## src/rtl/rmth_pkg.sv

```systemverilog
package rmth_pkg;

	localparam int unsigned HALF_CAPACITY_DEF = 512;
	localparam int unsigned SAMPLE_BITS_DEF   = 25;
	localparam int unsigned COUNT_BITS        = 11;

	typedef enum logic [0:0] {
		OP_INSERT = 1'b0,
		OP_CLEAR  = 1'b1
	} opcode_t;

	// Heap selector for the datapath.
	typedef enum logic [0:0] {
		HEAP_LOWER = 1'b0,
		HEAP_UPPER = 1'b1
	} heap_sel_t;

	// Controller to datapath commands.
	typedef struct packed {
		logic      load;       // capture the input transaction
		logic      clear;      // empty both heaps, or flag overflow for an insert
		logic      push_init;  // start a sift-up into the chosen heap
		logic      push_rd;    // read the parent of the hole
		logic      push_step;  // compare the parent, move it down or finish
		logic      swap_init;  // capture both tops
		logic      rep_init;   // start a sift-down in the chosen heap
		logic      rep_rd;     // read the children of the hole
		logic      rep_rd2;    // second child read
		logic      rep_step;   // compare the children, move one up or finish
		heap_sel_t heap;
	} rmth_cmd_t;

	// Datapath to controller status.
	typedef struct packed {
		logic      full;       // both heaps at capacity
		logic      to_upper;   // sizes differ, insert goes to upper heap
		logic      push_done;  // sift-up finished (hole at root or parent not below)
		logic      need_swap;  // both heaps non-empty and upper top below lower top
		logic      rep_leaf;   // hole has no child: sift-down finished
		logic      rep_done;   // sift-down finished at this step
	} rmth_sts_t;

endpackage

```

## src/rtl/rmth_ctrl.sv

```systemverilog
module rmth_ctrl
	import rmth_pkg::*;
(
	input  logic      clk,
	input  logic      arst_n,
	input  logic      in_valid,
	output logic      in_ready,
	input  opcode_t   in_opcode,
	output logic      out_valid,
	input  logic      out_ready,
	output rmth_cmd_t cmd,
	input  rmth_sts_t sts
);

	typedef enum logic [10:0] {
		S_IDLE    = 11'b00000000001,
		S_DECODE  = 11'b00000000010,
		S_PRD     = 11'b00000000100,
		S_PSTEP   = 11'b00000001000,
		S_CHECK   = 11'b00000010000,
		S_RINIT   = 11'b00000100000,
		S_RRD     = 11'b00001000000,
		S_RRD2    = 11'b00010000000,
		S_RWAIT   = 11'b00100000000,
		S_RSTEP   = 11'b01000000000,
		S_OUT     = 11'b10000000000
	} state_t;

	state_t    state_q, state_d;
	heap_sel_t heap_q, heap_d;
	logic      op_clear_q;

	assign in_ready  = (state_q == S_IDLE);
	assign out_valid = (state_q == S_OUT);

	always_comb begin
		state_d    = state_q;
		heap_d     = heap_q;
		cmd        = '0;
		cmd.heap   = heap_q;
		unique case (state_q)
			S_IDLE: begin
				if (in_valid) begin
					cmd.load   = 1'b1;
					state_d    = S_DECODE;
				end
			end
			S_DECODE: begin
				if (op_clear_q || sts.full) begin
					cmd.clear = 1'b1;
					state_d   = S_OUT;
				end else begin
					heap_d        = sts.to_upper ? HEAP_UPPER : HEAP_LOWER;
					cmd.heap      = heap_d;
					cmd.push_init = 1'b1;
					state_d       = S_PRD;
				end
			end
			S_PRD: begin
				cmd.push_rd = 1'b1;
				state_d     = S_PSTEP;
			end
			S_PSTEP: begin
				cmd.push_step = 1'b1;
				state_d       = sts.push_done ? S_CHECK : S_PRD;
			end
			S_CHECK: begin
				if (sts.need_swap) begin
					cmd.swap_init = 1'b1;
					heap_d        = HEAP_LOWER;
					state_d       = S_RINIT;
				end else begin
					state_d = S_OUT;
				end
			end
			S_RINIT: begin
				cmd.rep_init = 1'b1;
				state_d      = sts.rep_leaf ? S_RWAIT : S_RRD;
			end
			S_RRD: begin
				cmd.rep_rd = 1'b1;
				state_d    = S_RRD2;
			end
			S_RRD2: begin
				cmd.rep_rd2 = 1'b1;
				state_d     = S_RSTEP;
			end
			S_RSTEP: begin
				cmd.rep_step = 1'b1;
				state_d      = sts.rep_done ? S_RWAIT : S_RRD;
			end
			S_RWAIT: begin
				if (heap_q == HEAP_LOWER) begin
					heap_d  = HEAP_UPPER;
					state_d = S_RINIT;
				end else begin
					state_d = S_OUT;
				end
			end
			S_OUT: begin
				if (out_ready) begin
					state_d = S_IDLE;
				end
			end
			default: state_d = S_IDLE;
		endcase
	end

	always_ff @(posedge clk or negedge arst_n) begin
		if (!arst_n) begin
			state_q    <= S_IDLE;
			heap_q     <= HEAP_LOWER;
			op_clear_q <= 1'b0;
		end else begin
			state_q    <= state_d;
			heap_q     <= heap_d;
			if (cmd.load) begin
				op_clear_q <= (in_opcode == OP_CLEAR);
			end
		end
	end

	a_out_hold: assert property (@(posedge clk) disable iff (!arst_n)
		(state_q == S_OUT && !out_ready) |=> (state_q == S_OUT))
		else $error("result dropped before accept");
	a_one_busy: assert property (@(posedge clk) disable iff (!arst_n)
		!(in_ready && out_valid))
		else $error("ready while result pending");
	a_load_idle: assert property (@(posedge clk) disable iff (!arst_n)
		cmd.load |=> (state_q == S_DECODE))
		else $error("load not followed by decode");

endmodule

```

## config.mk

```make
export PLATFORM = sky130hd
export DESIGN_NAME = rmth_ctrl
export DESIGN_NICKNAME = d
export VERILOG_FILES = /design/src/rtl/rmth_pkg.sv /design/src/rtl/rmth_ctrl.sv
export SDC_FILE = /design/constraint.sdc
export NUM_CORES = 1
export LEC_CHECK = 0
export BUFFER_PORTS_ARGS = -buffer_cell sky130_fd_sc_hd__clkbuf_2
export CORE_MARGIN = 10
export CORE_UTILIZATION = 40
export DETAILED_ROUTE_END_ITERATION = 16
export HOLD_SLACK_MARGIN = 0.15
export SLEW_MARGIN = 20
export SYNTH_ARGS = -nofsm -noshare
export SYNTH_HDL_FRONTEND = slang
export SYNTH_SLANG_ARGS = --single-unit
```

## constraint.sdc

```tcl
create_clock -name clk -period 2.4 [get_ports clk]
set_clock_uncertainty 0.2 [all_clocks]
set_input_delay 0.48 -clock clk [delete_from_list [all_inputs] [get_ports clk]]
set_output_delay 0.48 -clock clk [all_outputs]
set_load 0.005 [all_outputs]
```

# Yosys cells after proc, flatten, opt, wreduce, memory -nomap -nowiden
# Cells that the tools add are included.
[word_totals]
latchBits = 0
elab_cells = 48
inputBits = 11
out_inout_bits = 13
regBits = 13
n_memories = 0
romBits = 0
ram_bits = 0
[op_classes]
n_eq_ne = 14
mux = 27
shift = 0
multipliers = 0
n_bitwise = 0
reduce_logical = 4
n_lt_le_gt_ge = 0
add_sub_neg = 0
div_mod_pow = 0
[ops]
columns = ["operator", "n"]
rows = [
  ["$pmux W11 S11", 1],
  ["$mux W11", 5],
  ["$mux W9", 2],
  ["$mux W1", 16],
  ["$eq A11 B1 Y1 const B", 1],
  ["$eq A11 B10 Y1 const B", 1],
  ["$eq A11 B11 Y1 const B", 1],
  ["$eq A11 B2 Y1 const B", 1],
  ["$eq A11 B3 Y1 const B", 1],
  ["$eq A11 B4 Y1 const B", 1],
  ["$eq A11 B5 Y1 const B", 1],
  ["$eq A11 B6 Y1 const B", 1],
  ["$eq A11 B7 Y1 const B", 1],
  ["$eq A11 B8 Y1 const B", 1],
  ["$eq A11 B9 Y1 const B", 1],
  ["$mux W5", 1],
  ["$ne A2 B2 Y1 const B", 2],
  ["$reduce_and A2 Y1", 2],
  ["$pmux W1 S3", 1],
  ["$reduce_bool A3 Y1", 1],
  ["$mux W2", 1],
  ["$ne A2 B1 Y1 const B", 1],
  ["$logic_or A1 B1 Y1", 1],
]

# Logic depth before layout (Yosys ltp)
# Gate-level depths: netlist of the first run.
[logic_depth]
depth_word = 3
depth_mapped = 5
ltp_nobuf = 4

# Worst setup path after synthesis of the first run
# No wires, ideal clock.
[synth_path]
kind = "reg-to-output"
from = "register state_q[0]"
to = "output cmd[1] (netlist name)"
path_stages_with_launch = 5
arrival_time_ns = 1.324
slack_ns = 0.396
path_buffers = 1
cell_sequence = "dfstp_2 buf_6 nor4_4 nand3b_2 nor4b_2"
[synth_lines]
columns = ["item", "line", "rtl"]
rows = [
  ["from (decl)", "rmth_ctrl.sv:29", "state_t state_q, state_d;"],
  ["from (signal assigned)", "rmth_ctrl.sv:115", "state_q <= state_d;"],
  ["to (decl)", "rmth_ctrl.sv:11", "output rmth_cmd_t cmd,"],
]

==> qor.csv, run 1 <==
metric;value;unit
hold_path.class;in -> reg;
dr.first_iter.drc_count;46;
leakagePower;0.637;nW
cts_sinks;13;
synth-async-reset-ratio;100;%
worst_pin_slew;0.465;ns
combPwrFrac;52.1;%
p_int;0.000613;W
crit_path_max_fanout;6;
final_antenna_net_count;0;
place_ws;0.0813;ns
antenna_found_initial;0;
stdcell_area;0.00124;mm2
max_clock_freq;0.406;GHz
maxCapViolations;0;
drcViolationCount;0;
cts_buffers;3;
endpoint_kind;output pin;
grt_max_degree;14;
slowest_stage;dfrtp_2;
postLayoutCoreUtil;63.3;%
clock_path_buffers;2;
clk_latency;0.27;ns
port_buffers;23;
dr.pass1.iters;4;
drive_gt1_share;53.8;%
pin_count;24;
std_cell_rows;16;
status;complete, but fails checks;
worst-path-buf-inv;1;
final_hold_viol_count;0;
synth_top_flop_cell;dfrtp_1;
critPathTopFamily;simple AND/OR/NAND/NOR gates;
violations;setup timing;
relSlewSlack;68.6;%
setup_ws;-0.0605;ns
grtUsageTotal;10.9;%
vias;832;
power_frac_seq;33.8;%
worstSetupPathType;reg -> out;
dieArea;0.00428;mm2
fin_crit_sh;103;%
diodes;0;
grt_pass1_wl;3740;um
first_global_vias;847;
syn_nets;95;
gr-total-overflow;0;
p_sw;0.000356;W
path_clk_slew;0.08;ns
path_depth;4;
syn_to_final_growth;50.5;%
die_w;65.4;um
hpwl;1570;um
die_h;65.4;um
path_cells;nor4_4 > nand3b_1 > nor3_2 > buf_2;
syn_inst;84;
fin_crit;2.46;ns
wire_per_inst;15.4;um
synth_edf_count;0;
dpl-instance-area;970;um2
viasPerCell;5.30;
clkPwrFrac;14.0;%
worstHoldPathCells;2;
r2r_cells;7;
setup_viol;4;
fillers;177;
power;0.000968;W
cellPowerDensity;779;mW/mm2
yosysWarnings;0;
rsz0062_at_grt;yes;
cts_tree;built;
synth_area;826;um2
synth-seq-cells;13;
yosysSeqAreaShare;39.5;%
root_buffer;clkbuf_4;
nNetsFinal;142;
vdd_drop_max;0.000427;V
start_kind;flop;
gp_congestion;0.832;
htreeDepth;1;
synth_cell_types;37;
drv_slew;0;
swShare;36.7;%
required;1.72;ns
syn_avg_cell_area;9.83;um2
core_area;0.00196;mm2
drt-total-wl;2420;um
crit_path_max_incr_delay;0.43;ns
crit_arrival;1.78;ns
start_util;42.1;%
## sequential cells by signal, indices dropped and copies added (netlist names)
name	cells
op_clear_q	1
state_q	11
heap_q	1
## power by group through the flow
stage	registers [W]	clock network, W	logic, W
finish	0.000328	0.000136	0.000505
global route	0.000335	0.000153	0.000553
CTS	0.000320	0.000140	0.000437
detailed placement	0.000326	0	0.000320
global placement	0.000324	0	0.000316
floorplan	0.000294	0	0.000254
## worst reg2reg max path, delay by kind of cell (launching register included)
kind                   cells  cell delay [ns]
DFF                        1             0.44
buffers and inverters      3             0.46
and+or+nand+nor            3             0.89
AOI/OAI and AO/OA          1             0.16
## layer usage
layer | track usage, % | share of wire [%]
met1 | 11.1 | 39
met2 | 19.6 | 56
met3 | 3.39 | 3.6
met4 | 5.35 | 1.4
met5 | 0 | 0
## per-stage QoR
step | setup TNS [ns] | hold slack [ns] | cells
after floorplan | 0 | -0.0156 | 84
after global placement | 0 | 0.199 | 133
after detailed placement | 0 | 0.195 | 133
after CTS | -0.0675 | 0.182 | 153
after global routing | -0.881 | 0.180 | 157
final | -0.117 | 0.193 | 157
## worst paths after layout
path / startpoint / endpoint / slack [ns]
worst max-delay path: state_q[6] / cmd[5] / -0.06
worst min-delay path: sts[3] / state_q[2] / 0.19
worst max register to register: state_q[0] / state_q[10] / 0.18
max in group asynchronous: arst_n / state_q[0] / 1.27
min in group asynchronous: arst_n / state_q[2] / 0.43
worst min register to register: heap_q / state_q[5] / 0.29
## what timing repair did
item | in CTS | in global routing
hold buffers | 1 | 0
buffers inserted | 15 | 4
gates resized for setup | 12 | 14
pin swaps | 5 | 6
endpoints found under the hold margin | 12 | 0
setup endpoints to repair | 7 | 11
## cells by family after synthesis
group,Yosys count,share of synthesized area [%]
flip-flops,13,39.5
AND/OR/NAND/NOR,40,35.8
XOR/XNOR,3,3.18
AO/OA/AOI/OAI,13,12.0
buffers and inverters,13,6.97
multiplexers,2,2.58
## cell usage in the layout (no fill, tap or decap), types with 3 or more instances in the layout
cell	instances
buf_2	4
nor2_1	4
and2b_1	3
nand4_1	3
dfrtp_1	7
clkbuf_4	3
buf_4	19
and2_1	3
xor2_1	3
dfrtp_2	5
inv_1	9
buf_6	4
o21ai_0	4
clkbuf_2	17
## cells in the mapped netlist, types with 2 or more instances
library cell  number  area [um2]
nor3b_1            2        15.0
nand2b_1           2        12.5
nor3_1             3        15.0
nor4b_1            3        26.3
o211ai_1           2        15.0
a22o_1             2        17.5
nand4_1            3        18.8
dfrtp_1           12         300
nand3_1            2        10.0
and2b_1            3        22.5
nor2_1             5        18.8
o21ai_0            4        20.0
and2_1             3        18.8
xor2_1             3        26.3
inv_1             10        37.5
nor4_4             2        42.5
nor4_1             2        12.5
nand2_1            2        7.51
## area by class of cell
| cell class | count | area [um2] | area share (%) |
|---|---|---|---|
| multi-input combinational | 58 | 508 | 40.9 |
| tap | 27 | 33.8 | 2.72 |
| clock inverter | 1 | 5.00 | 0.403 |
| clock buffer | 3 | 22.5 | 1.81 |
| inverter | 10 | 37.5 | 3.02 |
| timing repair buffer | 45 | 303 | 24.4 |
| sequential | 13 | 333 | 26.8 |
Note: power is estimated with default switching activity, not from simulation.
==> inputs of run 2 (changes only) <==
==> constraint.sdc (replaced) <==
create_clock -name clk -period 2.4 [get_ports clk]
set_clock_uncertainty 0.2 [all_clocks]
set_input_delay 0.12 -clock clk [delete_from_list [all_inputs] [get_ports clk]]
set_output_delay 0.12 -clock clk [all_outputs]
set_load 0.005 [all_outputs]
==> run 2 against run 1 <==
Count of clock-buffer cells in the layout unchanged. Worst hold slack better by 0.095 ns. The run now ends clean. Fmax up 8.8%. Non-clock buffer count down 9. Global-route usage down 0.50 points. First-iteration DRC count down 57%. Flip-flop and latch count unchanged. Sequential share of layout area up 2.2 points. Combinational power down 35%. Via count down 9.1%.
==> qor.csv, run 2 (synthesized netlist as in run 1, its figures left out) <==
metric;value;unit
fin_crit;2.26;ns
worst_pin_slew;0.589;ns
hold_path.class;reg -> reg;
dr.first_iter.drc_count;20;
crit_arrival;1.94;ns
endpoint_kind;output pin;
final_antenna_net_count;0;
place_inst;131;
drcViolationCount;0;
diodes;0;
stdcell_count;148;
std_cell_rows;16;
clock_path_buffers;2;
die_h;65.4;um
setup_viol;0;
drv_slew;0;
gp_congestion;0.833;
max_clock_freq;0.442;GHz
setup_tns;0;ns
cts_setup_buffers;0;
grt_pass1_wl;3620;um
hpwl;1620;um
drt-total-wl;2160;um
grtUsageTotal;10.4;%
largest_reg_flops;11;
status;completed;
cts_buffers;3;
gr-total-overflow;0;
start_kind;flop;
top_regs;state_q (11), heap_q (1), op_clear_q (1);
vias;756;
grt_max_degree;13;
first_global_vias;777;
pin_count;24;
dieArea;0.00428;mm2
die_w;65.4;um
worst-path-buf-inv;1;
antenna_found_initial;0;
drive_gt1_share;29.8;%
viasPerCell;5.11;
relSlewSlack;60.6;%
wire_per_inst;14.6;um
core_area;0.00196;mm2
rsz0062_at_grt;no;
leakagePower;0.575;nW
slowest_stage;nor4_4;
crit_path_max_incr_delay;0.46;ns
required;2.08;ns
layout_commonest_cell;clkbuf_2;
r2r_setup_slack;0.30;ns
mostFrequentLayoutCells;clkbuf_2 (23), dlygate4sd3_1 (13), dfrtp_1 (12);
cts_tree;built;
final_hold_viol_count;0;
vdd_drop_max;0.000393;V
path_clk_slew;0.09;ns
syn_to_final_growth;36.4;%
worstSetupPathType;reg -> out;
htreeDepth;1;
maxCapViolations;0;
port_buffers;23;
dr.pass1.iters;4;
clk_latency;0.28;ns
crit_path_max_fanout;8;
cellPowerDensity;707;mW/mm2
path_cells;nor4_4 > nand3b_1 > nor3_1 > clkbuf_2;
root_buffer;clkbuf_4;
nNetsFinal;133;
start_util;42.1;%
cts_sinks;13;
fin_crit_sh;94.3;%
critPathTopFamily;simple AND/OR/NAND/NOR gates;
largest_register;state_q;
[run 2: cell types whose count changed in the layout (fill, tap and decap cells not counted), moves of 5 or more]
| cell | before | now |
|---|---|---|
| dfrtp_1 | 7 | 12 |
| dfrtp_2 | 5 | 0 |
| buf_4 | 19 | 0 |
| dlygate4sd3_1 | 1 | 13 |
| clkbuf_2 | 17 | 23 |
[run 2: per-layer routing]
| layer | part of all wire, % | vias to the layer above | GRT usage, % |
|---|---|---|---|
| met4 | 0.60 | 0 | 2.67 |
| met1 | 41 | 351 | 12.0 |
| li1 | - | 387 | - |
| met2 | 55 | 16 | 18.7 |
| met3 | 3.4 | 2 | 2.54 |
| met5 | 0 | - | 0 |
[run 2: cell type report]
type | count | area (um2)
inverter | 10 | 37.5
sequential | 13 | 327
multi-input combinational | 58 | 455
clock inverter | 1 | 5.00
timing repair buffer | 36 | 245
fill | 202 | 836
clock buffer | 3 | 22.5
tap | 27 | 33.8
[run 2: final timing paths]
kind                              endpoint        from  cells past startpoint
worst max-delay path                cmd[5]  state_q[7]                      4
worst min-delay path            state_q[5]      heap_q                      1
worst max register to register  state_q[2]  state_q[4]                      4
worst min register to register  state_q[5]      heap_q                      1
max in group asynchronous       state_q[7]      arst_n                      4
min in group asynchronous       state_q[0]      arst_n                      3
[run 2: what timing repair did]
action,CTS,global route
hold buffers,13,0
setup endpoints to repair,0,2
hold endpoints to repair,23,0
gates resized for setup,0,2
[run 2: per-stage QoR]
stage	setup slack (ns)	area [um2]	hold slack (ns)	power, W	utilization (%)
after global placement	0.402	955	-0.162	0.000625	48.7
after detailed placement	0.350	955	-0.152	0.000636	48.7
after floorplan	0.478	826	-0.376	0.000549	-
after global routing	0.00418	1130	0.313	0.000858	57.4
final	0.138	1130	0.288	0.000796	57.4
after CTS	0.111	1110	0.291	0.000799	56.7
[run 2: power breakdown]
group	switching [W]	internal [W]	total (W)
registers	0.0000590	0.000266	0.000325
clock network	0.0000805	0.0000617	0.000142
logic	0.000165	0.000164	0.000329
total	0.000304	0.000492	0.000796
==> inputs of run 3 (changes only) <==
--- a/config.mk
+++ b/config.mk
@@ -5,6 +5,7 @@
 export SDC_FILE = /design/constraint.sdc
 export NUM_CORES = 1
 export LEC_CHECK = 0
+export ABC_AREA = 1
 export BUFFER_PORTS_ARGS = -buffer_cell sky130_fd_sc_hd__clkbuf_2
 export CORE_MARGIN = 10
 export CORE_UTILIZATION = 40
==> run 3 against run 2 <==
Non-clock buffer count unchanged. Worst hold slack got worse by 0.15 ns. Sequential share of layout area decreased by 0.54 points. Die area increased by 1.4%. Fmax increased by 9.9%. Final cell count increased by 23%. Combinational power increased by 35%. Clock power decreased by 5%. Wire length decreased by 1.3%. Critical path depth unchanged.
==> qor.csv, run 3 <==
metric;value;unit
status;completed;
path_cells;dlygate4sd3_1 > dlygate4sd3_1 > clkbuf_2 > dlygate4sd3_1;
cts_setup_buffers;0;
worst-path-buf-inv;4;
synthMostInstantiatedCell;inv_1;
drive_gt1_share;27.7;%
largest_register;state_q;
drcViolationCount;0;
synth_edf_count;0;
maxCapViolations;0;
yosys-top-cells-area;dfrtp_1 (36%), inv_1 (11%), nand2_1 (11%);
first_global_vias;863;
synth_top_flop_cell;dfrtp_1;
wire_per_inst;11.7;um
core_area;0.00198;mm2
drt-total-wl;2130;um
yosysSeqAreaShare;38.8;%
worstHoldPathCells;7;
cellPowerDensity;767;mW/mm2
fin_crit;2.06;ns
synth_common_cells;inv_1 (25), nand2_1 (24), nor2_1 (13);
root_buffer;clkbuf_4;
grt_pass1_wl;3640;um
drv_slew;0;
std_cell_rows;16;
clk_latency;0.27;ns
cts_buffers;3;
dieArea;0.00434;mm2
clock_path_buffers;2;
pin_count;24;
synth_area;842;um2
start_kind;primary input;
rsz0062_at_grt;no;
synth_cell_types;24;
relSlewSlack;62.4;%
place_inst;165;
required;2.57;ns
max_clock_freq;0.486;GHz
crit_path_max_incr_delay;0.91;ns
antenna_found_initial;0;
holdCritStartpoint;out_ready;
stdcell_count;182;
path_clk_slew;0.08;ns
die_w;65.9;um
syn_nets;126;
synth-seq-cells;13;
cts_sinks;13;
netlist.area_leader.share;35.7;%
nNetsFinal;167;
worstSetupPathType;in -> async;
critPathTopFamily;buffers and inverters;
crit_path_max_fanout;12;
syn_inst;115;
critPathLaunch;arst_n;
grt_max_degree;13;
layout_commonest_cell;inv_1;
fin_hold_ws;0.142;ns
vias;842;
r2r_start;state_q[6];
setup_tns;0;ns
htreeDepth;1;
mostFrequentLayoutCells;inv_1 (25), nand2_1 (24), clkbuf_2 (23);
place_ws;0.863;ns
gr-total-overflow;0;
top_regs;state_q (11), heap_q (1), op_clear_q (1);
crit_arrival;2.23;ns
hpwl;1690;um
yosysWarnings;0;
leakagePower;0.696;nW
dr.pass1.iters;4;
r2r_cells;10;
syn_avg_cell_area;7.32;um2
worst_pin_slew;0.562;ns
setup_viol;0;
syn_to_final_growth;36.3;%
final_hold_viol_count;0;
die_h;65.9;um
fin_crit_sh;85.8;%
largest_reg_flops;11;
slowest_stage;dlygate4sd3_1;
vdd_drop_max;0.000633;V
postLayoutCoreUtil;57.9;%
start_util;42.5;%
endpoint_kind;asynchronous set/reset pin;
synth_top_area_cell;dfrtp_1;
final_antenna_net_count;0;
synth-async-reset-ratio;100;%
path_depth;4;
setup_ws;0.342;ns
gp_congestion;0.855;
dr.first_iter.drc_count;34;
diodes;0;
cp_common_cell;dlygate4sd3_1;
viasPerCell;4.63;
fillers;180;
hold_path.class;in -> reg;
port_buffers;23;
cts_tree;built;
grtUsageTotal;10.4;%
## run 3: cell types whose count changed in the layout (fill, tap and decap cells not counted), sizes merged, moves of 3 or more
cell,change
and2b,-3
nor3,+3
nor4b,-4
inv,+17
nand2,+28
xor2,-3
nor2,+14
nor4,-4
nand3,+5
## run 3: tightest hold or removal path: stages
cell and delay [ns]:
clkbuf_2 0.08, inv_1 0.05, nand3_1 0.11, o21ai_1 0.09, inv_1 0.04, nand3_1 0.07, nand2_1 0.05
## run 3: where the power goes
part	internal [W]	total [W]	switching, W
Sequential	0.000265	0.000300	0.0000346
Combinational	0.000180	0.000445	0.000266
Clock	0.0000643	0.000135	0.0000709
Total	0.000509	0.000881	0.000371
## run 3: cell families after synthesis
group,synth area share [%]
simple gates,42.2
compound gates,6.98
flops,38.8
buf+inv,12.0
## run 3: metrics by stage
step,area (um2),total power (W)
after floorplan,842,0.000618
after global placement,991,0.000718
after detailed placement,991,0.000726
after CTS,1150,0.000886
after global routing,1150,0.000966
final,1150,0.000881
## run 3: worst paths after layout
check / to / slack (ns)
max: state_q[7] / 0.34
min: state_q[0] / 0.14
max reg2reg: op_clear_q / 0.39
min reg2reg: op_clear_q / 0.30
max in group clk: op_clear_q / 0.39
min in group asynchronous: state_q[0] / 0.68
## run 3: area by class of cell
| type | instances | area (um2) | area share (%) |
|---|---|---|---|
| Timing Repair Buffer | 36 | 245 | 21.4 |
| Clock buffer | 4 | 26.3 | 2.29 |
| Sequential cell | 13 | 327 | 28.5 |
| Tap cell | 27 | 33.8 | 2.94 |
| Multi-Input combinational cell | 75 | 414 | 36.1 |
| Inverter | 27 | 101 | 8.83 |
## run 3: timing repair
item,CTS,global route
endpoints found under the hold margin,23,0
resized for setup,0,0
hold buffers,13,0
## run 3: layer usage
layer / track usage, % / wire (um) / part of all wire [%] / vias up
met1: 12.2 / 964 / 45 / 387
met4: 2.41 / 8 / 0.38 / 0
met3: 3.56 / 117 / 5.5 / 2
met5: 0 / 0 / 0 / -
li1: - / - / - / 435
met2: 17.9 / 1040 / 49 / 18
